### src/rtl/core/scl_pkg.sv
package scl_pkg;

	localparam int MAX_SETS   = 256;
	localparam int MAX_WAYS   = 8;
	localparam int ADDR_W     = 64;
	localparam int SET_W      = $clog2(MAX_SETS);
	localparam int WAY_W      = $clog2(MAX_WAYS);
	localparam int WAY_CNT_W  = WAY_W + 1;
	localparam int AGE_W      = 3;
	localparam int TAG_W      = 62;
	localparam int TOTAL_W    = 32;

	localparam int SB_CFG_W   = 4;
	localparam int WAYS_CFG_W = 4;
	localparam int BB_CFG_W   = 5;
	localparam int CFG_DATA_W = 5;
	localparam int CFG_IDX_W  = 2;

	localparam logic [SB_CFG_W-1:0]   SB_MIN   = SB_CFG_W'(1);
	localparam logic [SB_CFG_W-1:0]   SB_MAX   = SB_CFG_W'(SET_W);
	localparam logic [WAYS_CFG_W-1:0] WAYS_MIN = WAYS_CFG_W'(1);
	localparam logic [WAYS_CFG_W-1:0] WAYS_MAX = WAYS_CFG_W'(MAX_WAYS);
	localparam logic [BB_CFG_W-1:0]   BB_MIN   = BB_CFG_W'(1);
	localparam logic [BB_CFG_W-1:0]   BB_MAX   = BB_CFG_W'(16);

	localparam logic [AGE_W-1:0]   AGE_MAX   = '1;
	localparam logic [TOTAL_W-1:0] TOTAL_MAX = '1;

	localparam logic [1:0] CMD_LOAD   = 2'd0;
	localparam logic [1:0] CMD_STORE  = 2'd1;
	localparam logic [1:0] CMD_MODIFY = 2'd2;
	localparam logic [1:0] CMD_FETCH  = 2'd3;

	localparam logic [CFG_IDX_W-1:0] REG_SET_BITS   = CFG_IDX_W'(0);
	localparam logic [CFG_IDX_W-1:0] REG_WAYS_USED  = CFG_IDX_W'(1);
	localparam logic [CFG_IDX_W-1:0] REG_BLOCK_BITS = CFG_IDX_W'(2);

	typedef struct packed {
		logic             valid;
		logic [TAG_W-1:0] tag;
		logic [AGE_W-1:0] age;
	} line_t;

	typedef line_t [MAX_WAYS-1:0] row_t;

	typedef struct packed {
		logic hit;
		logic evict;
		row_t row;
	} lookup_t;

endpackage

### src/rtl/core/scl_lookup.sv
module scl_lookup
	import scl_pkg::*;
(
	input  row_t                 row,
	input  logic [TAG_W-1:0]     tag,
	input  logic [WAY_CNT_W-1:0] ways,
	output lookup_t              res
);

	always_comb begin
		logic [MAX_WAYS-1:0] inuse;
		logic [MAX_WAYS-1:0] hitv;
		logic                found;
		logic [WAY_W-1:0]    hw;
		logic [AGE_W-1:0]    old_age;
		logic                have_e;
		logic [WAY_W-1:0]    ew;
		logic                have_v;
		logic [WAY_W-1:0]    vw;
		logic [AGE_W-1:0]    oldest;
		logic [WAY_W-1:0]    victim;
		logic                bump;

		found  = 1'b0;
		hw     = '0;
		have_e = 1'b0;
		ew     = '0;
		have_v = 1'b0;
		vw     = '0;
		oldest = '0;

		for (int w = 0; w < MAX_WAYS; w++) begin
			inuse[w] = WAY_CNT_W'(w) < ways;
			hitv[w]  = inuse[w] && row[w].valid && (row[w].tag == tag);
		end

		for (int w = 0; w < MAX_WAYS; w++) begin
			if (hitv[w] && !found) begin
				found = 1'b1;
				hw    = WAY_W'(w);
			end
		end
		old_age = row[hw].age;

		// Victim is the lowest invalid way, else the oldest valid way (lowest on ties).
		for (int w = 0; w < MAX_WAYS; w++) begin
			if (inuse[w]) begin
				if (!row[w].valid) begin
					if (!have_e) begin
						have_e = 1'b1;
						ew     = WAY_W'(w);
					end
				end else if (!have_v || row[w].age > oldest) begin
					have_v = 1'b1;
					oldest = row[w].age;
					vw     = WAY_W'(w);
				end
			end
		end
		victim = have_e ? ew : vw;

		res.hit   = found;
		res.evict = !found && !have_e;
		res.row   = row;

		for (int w = 0; w < MAX_WAYS; w++) begin
			if (found) begin
				bump = (WAY_W'(w) != hw) && inuse[w] && row[w].valid
					&& (row[w].age < old_age);
			end else begin
				bump = (WAY_W'(w) != victim) && inuse[w] && row[w].valid;
			end
			if (bump && (row[w].age != AGE_MAX)) begin
				res.row[w].age = row[w].age + AGE_W'(1);
			end
		end

		if (found) begin
			res.row[hw].age = '0;
		end else begin
			res.row[victim].valid = 1'b1;
			res.row[victim].tag   = tag;
			res.row[victim].age   = '0;
		end
	end

endmodule

### config.mk
export PLATFORM = sky130hd
export DESIGN_NAME = scl_lookup
export DESIGN_NICKNAME = d
export VERILOG_FILES = /design/src/rtl/core/scl_pkg.sv /design/src/rtl/core/scl_lookup.sv
export SDC_FILE = /design/constraint.sdc
export NUM_CORES = 1
export LEC_CHECK = 0
export ABC_AREA = 1
export ABC_CLOCK_PERIOD_IN_PS = 12100
export BUFFER_PORTS_ARGS = -buffer_cell sky130_fd_sc_hd__buf_4
export CORE_AREA = 4 4 434 436
export DETAILED_ROUTE_END_ITERATION = 6
export DIE_AREA = 0 0 438 440
export SLEW_MARGIN = 20
export SYNTH_ARGS = -nofsm -noshare
export SYNTH_HDL_FRONTEND = slang
export SYNTH_SLANG_ARGS = --single-unit
### constraint.sdc
create_clock -name vclk -period 12.1
set_input_delay 0.605 -clock vclk [all_inputs]
set_output_delay 0.605 -clock vclk [all_outputs]
set_load 0.1 [all_outputs]
# Yosys cells after proc, flatten, opt, wreduce, memory -nomap -nowiden
# Cells that the tools add are included.
# totals
word_cells	309
reg_bits	0
out_inout_bits	530
# classes
n_reduce_logical	99
magnitude_cmp	27
n_mux	145
n_addsub	8
n_eq_ne	30
# op_table
cell	n
528-bit bitwise mux	4
66-bit demux with 3-bit select	4
528-bit two-way mux	1
62-bit equality test	8
3-bit two-way mux	74
66-bit binary-select mux with 3-bit select	1
1-bit logical AND	74
66-bit two-way mux	1
65-bit two-way mux	1
1-bit two-way mux	59
3-bit by 1-bit adder with 3-bit output, second input constant	8
3-bit < comparator	8
3-bit != test, first input constant	8
3-bit != test, second input constant	8
3-bit > comparator	7
1-bit zero test	16
3-bit by 4-bit < comparator with 1-bit output, first input constant	4
2-bit by 3-bit != test with 1-bit output, first input constant	4
1-bit by 4-bit < comparator with 1-bit output, first input constant	2
2-bit by 4-bit < comparator with 1-bit output, first input constant	2
3-bit by 4-bit < comparator with 1-bit output, second input constant	2
1-bit logical OR	7
3-bit by 1-bit >= comparator with 1-bit output, second input constant	2
1-bit by 3-bit != test with 1-bit output, first input constant	2
3-bit nonzero test	2

# Depth between registers and ports, before layout
# depth
ltp_word	48
ltp_mapped	69
ltp_nobuf	68

# Worst setup path after synthesis
# No wires, ideal clock.
# synth_timing
kind	input -> output
startpoint	input port ways[1]
endpoint	output port res[169] (netlist bit)
path_stages	63
t_arrival_ps	10256
t_required_ps	11495
path_slack_ps	1239
path_cell_list	nor2_1 -> a21oi_1 -> nand2_1 -> ha_1 -> nand2_1 -> o21ai_0 -> a21oi_1 -> nor2_1 -> inv_1 -> o21ai_0 -> ha_1 -> a21oi_1 -> o21ai_0 -> nand2_1 -> nand2_1 -> nand2_1 -> o21ai_0 -> ha_1 -> [... 27 more ...] -> nand2_1 -> nand2_1 -> nand2_1 -> o21ai_0 -> ha_1 -> a21oi_1 -> o21ai_0 -> nand2_1 -> o21ai_0 -> nand2_1 -> nand2_1 -> nor2_1 -> a21oi_4 -> inv_2 -> nand4_2 -> buf_2 -> buf_2 -> o21ai_0
# synth_rtl
element	line	text
from (decl)	scl_lookup.sv:6	input logic [WAY_CNT_W-1:0] ways,
to (decl)	scl_lookup.sv:7	output lookup_t res

==> results.txt <==
In this run the worst hold path is classified as primary input to output port. The final max-slew violation count came out at 0. The category of the worst setup path launch point is a primary input. The first global-routing pass estimated ~400000 um of wire. Dividing the final minimum period by the clock period gives 0.932.

The post-route standard cell area excluding fillers is around 31000 sq um. The post-synthesis average cell area came out at 4.57 sq um. The number of vias in the routed layout came out at 35626. The total negative slack came out at 0 ns.

Sorting the synthesized cells by area gives the leading types as nand2_1, nor2_1, o21ai_0. The area of placed instances is 30200 sq um. The setup path with the least slack is of type primary input to output port. The number of nets in the synthesized netlist is approximately 4800. Across every metal layer, demand over resource in global routing totals 0.324. In this run the core area contains between 150 and 200 standard-cell rows. The mapped netlist covers 18900 sq um.

The count of distinct cell types in the synthesized netlist is 50. The run finished, with violations left. For this run, the top clock speed supported by timing is slightly below 90 MHz. The worst hold path cell count came out at 4. The violation count after the first detailed-route iteration came out at roughly 5000. The worst slew slack as a fraction of its limit is 0.200.

The total leakage power is between 15 and 20 nW. The placeable core region came out at about 180000 sq um. Summed over all instances, the cell type with the most area after synthesis is nand2_1.

The post-detailed-placement half-perimeter wirelength is roughly 270000 um. The overall die area is around 190000 sq um. The sequential area share after synthesis came out at 0.

Across the VDD grid, the largest voltage drop is around 64 uV. The worst hold path terminates at res[423]. The die outline height came out at between 400 and 500 um. The number of buffers inserted by port buffering is approximately 1100.

The Yosys step of the flow raised 0 warnings. For this run, the post-layout net count is just under 6000. The number of clock buffers in the layout came out at 0. The pin count of the biggest net entering global routing came out at 127. The number of flip-flops and latches came out at 0. At the pin with the least slew margin, the transition time is 1.20 ns. about 1100 I/O pins were placed. The power per standard cell area came out at 107 nW/um^2. Once detail routing completed, the nets flagged for antenna violations numbered 0.

The number of instances in the synthesized netlist came out at slightly above 4000. The die is 438 um wide. The share of final-layout standard cells stronger than drive strength 1 came out at 0.268. nand2_1 is the most common cell in the netlist. The number of detailed-route iterations in the first pass is 7. The final reports fail on design-rule violations. Setup repair after global routing left no endpoint under its margin. The area growth from synthesis to layout is 63.6%. The biggest cell delay along the critical path is just under 0.4 ns. By instance count, the cell type seen most on the critical path is nand2_1.

The number of antenna violations at the first check in global routing is a little over 200. The slowest stage of the critical path belongs to the cell buf_4. The required time of the critical path is 11.49 ns.

The detailed-route wire length came out at roughly 330000 um. The remaining design rule violation count came out at 4. The count of max-cap constraint violations is 0. Ranked by instance count, the synthesized netlist is headed by nand2_1, nor2_1, inv_1. The number of global-route vias before repair is around 31000. The final setup violation count came out at 0.

The launch point of the worst hold path is row[423]. The final count of hold timing violations was 0. The global route total overflow came out at 0.

The maximum net fanout on the critical path came out at between 60 and 70. The average wire per cell in the routed design came out at 43.0 um. The sequential cell area is 0 sq um. The nature of the critical path endpoint is an output port. The placer congestion estimate is around 1.1. The filler cell count in the final layout is about 22000.

The data arrival time of the critical path is 10.67 ns. The clock period minus final worst setup slack is approximately 11 ns. For this configuration, the core starts out at a cell density of 0.102. In the routed layout, each cell is associated on average with a via count of between 4 and 5. The area share of the largest cell type after synthesis is 0.343.
[cells in the final DEF, fill, tap and decap left out, types with 3 or more instances in the layout]
cell,synthesis,layout
or2_2,33,33
nand4_1,58,58
a21oi_4,1,3
buf_12,0,17
diode_2,0,104
or2_1,3,3
o21ai_1,199,205
nor2_2,9,11
o21ai_0,341,328
nand3b_1,12,12
a21oi_1,26,25
inv_1,436,421
clkinv_1,8,6
xnor2_1,51,51
nand2_1,1722,1719
and2_1,6,6
nand2_4,2,5
o22ai_1,10,10
o21ai_2,3,10
nor2_1,588,585
ha_1,53,53
nor3b_1,9,9
nor2_4,5,6
nand2_2,19,19
inv_2,29,45
buf_4,33,1175
nand3_1,69,69
a2111oi_0,3,3
nor3_1,54,54
and3_1,6,6
nor4_1,7,7
buf_6,13,37
xor2_1,136,136
[cell type report]
| class | instances | area [sq um] | area share |
|---|---|---|---|
| antenna | 104 | 260 | 0.00843 |
| inverter | 473 | 1780 | 0.0576 |
| multi-input combinational | 3451 | 16100 | 0.520 |
| tap | 2480 | 3100 | 0.101 |
| timing repair buffer | 1233 | 9670 | 0.313 |
[metal layers]
layer  wire length, um  track usage  vias to the layer above
met1            121000        0.365                    16792
met4             29400        0.227                      110
met5               688            0                        -
met3             41300        0.140                      832
li1                  -            -                    14987
met2            140000        0.491                     2905
[worst max-delay path: cells and delay by family]
family          cells  cell delay, ns
compound gates     20            2.91
fa+ha+maj           7            2.22
buf+inv             5            1.13
simple gates       33            3.71
[worst max path at each step]
| stage | startpoint | end |
|---|---|---|
| after floorplan | ways[1] | res[169] |
| after global placement | ways[3] | res[56] |
| after detailed placement | ways[3] | res[56] |
| after CTS | ways[3] | res[56] |
| after global routing | ways[3] | res[447] |
| final | ways[3] | res[19] |
[where the power goes]
group	total, mW	switching [mW]	internal (mW)
clock network	0.0000000521	0	0.0000000515
registers	0	0	0
logic	3.31	2.66	0.651
[kinds of logic (layout without fill, tap and decap cells)]
group,Yosys count,after routing,share of synthesized area
compound gates,598,598,0.165
xor+xnor,187,187,0.0868
fa+ha+maj,53,53,0.0352
buf+inv,679,1706,0.156
mux,1,1,0.000597
other cells,0,104,0
simple gates,2611,2612,0.557
[what timing repair did]
item	CTS	global route
hold buffers	0	0
setup buffers	0	13
resized for setup	0	74
endpoints found under the setup margin	0	528
[metrics by stage]
stage	hold slack, ns	utilization	setup slack, ns	power (mW)	instances
6_report	1.67	0.167	0.829	3.31	7741
3_5_place_dp	1.67	0.164	0.0568	3.22	7621
4_1_cts	1.67	0.164	0.00498	3.23	7621
5_1_grt	1.68	0.166	0.0225	3.37	7655
2_1_floorplan	1.57	-	1.24	2.02	4129
3_3_place_gp	1.66	0.164	-0.181	3.23	7621
(Power assumes the default switching activity.)
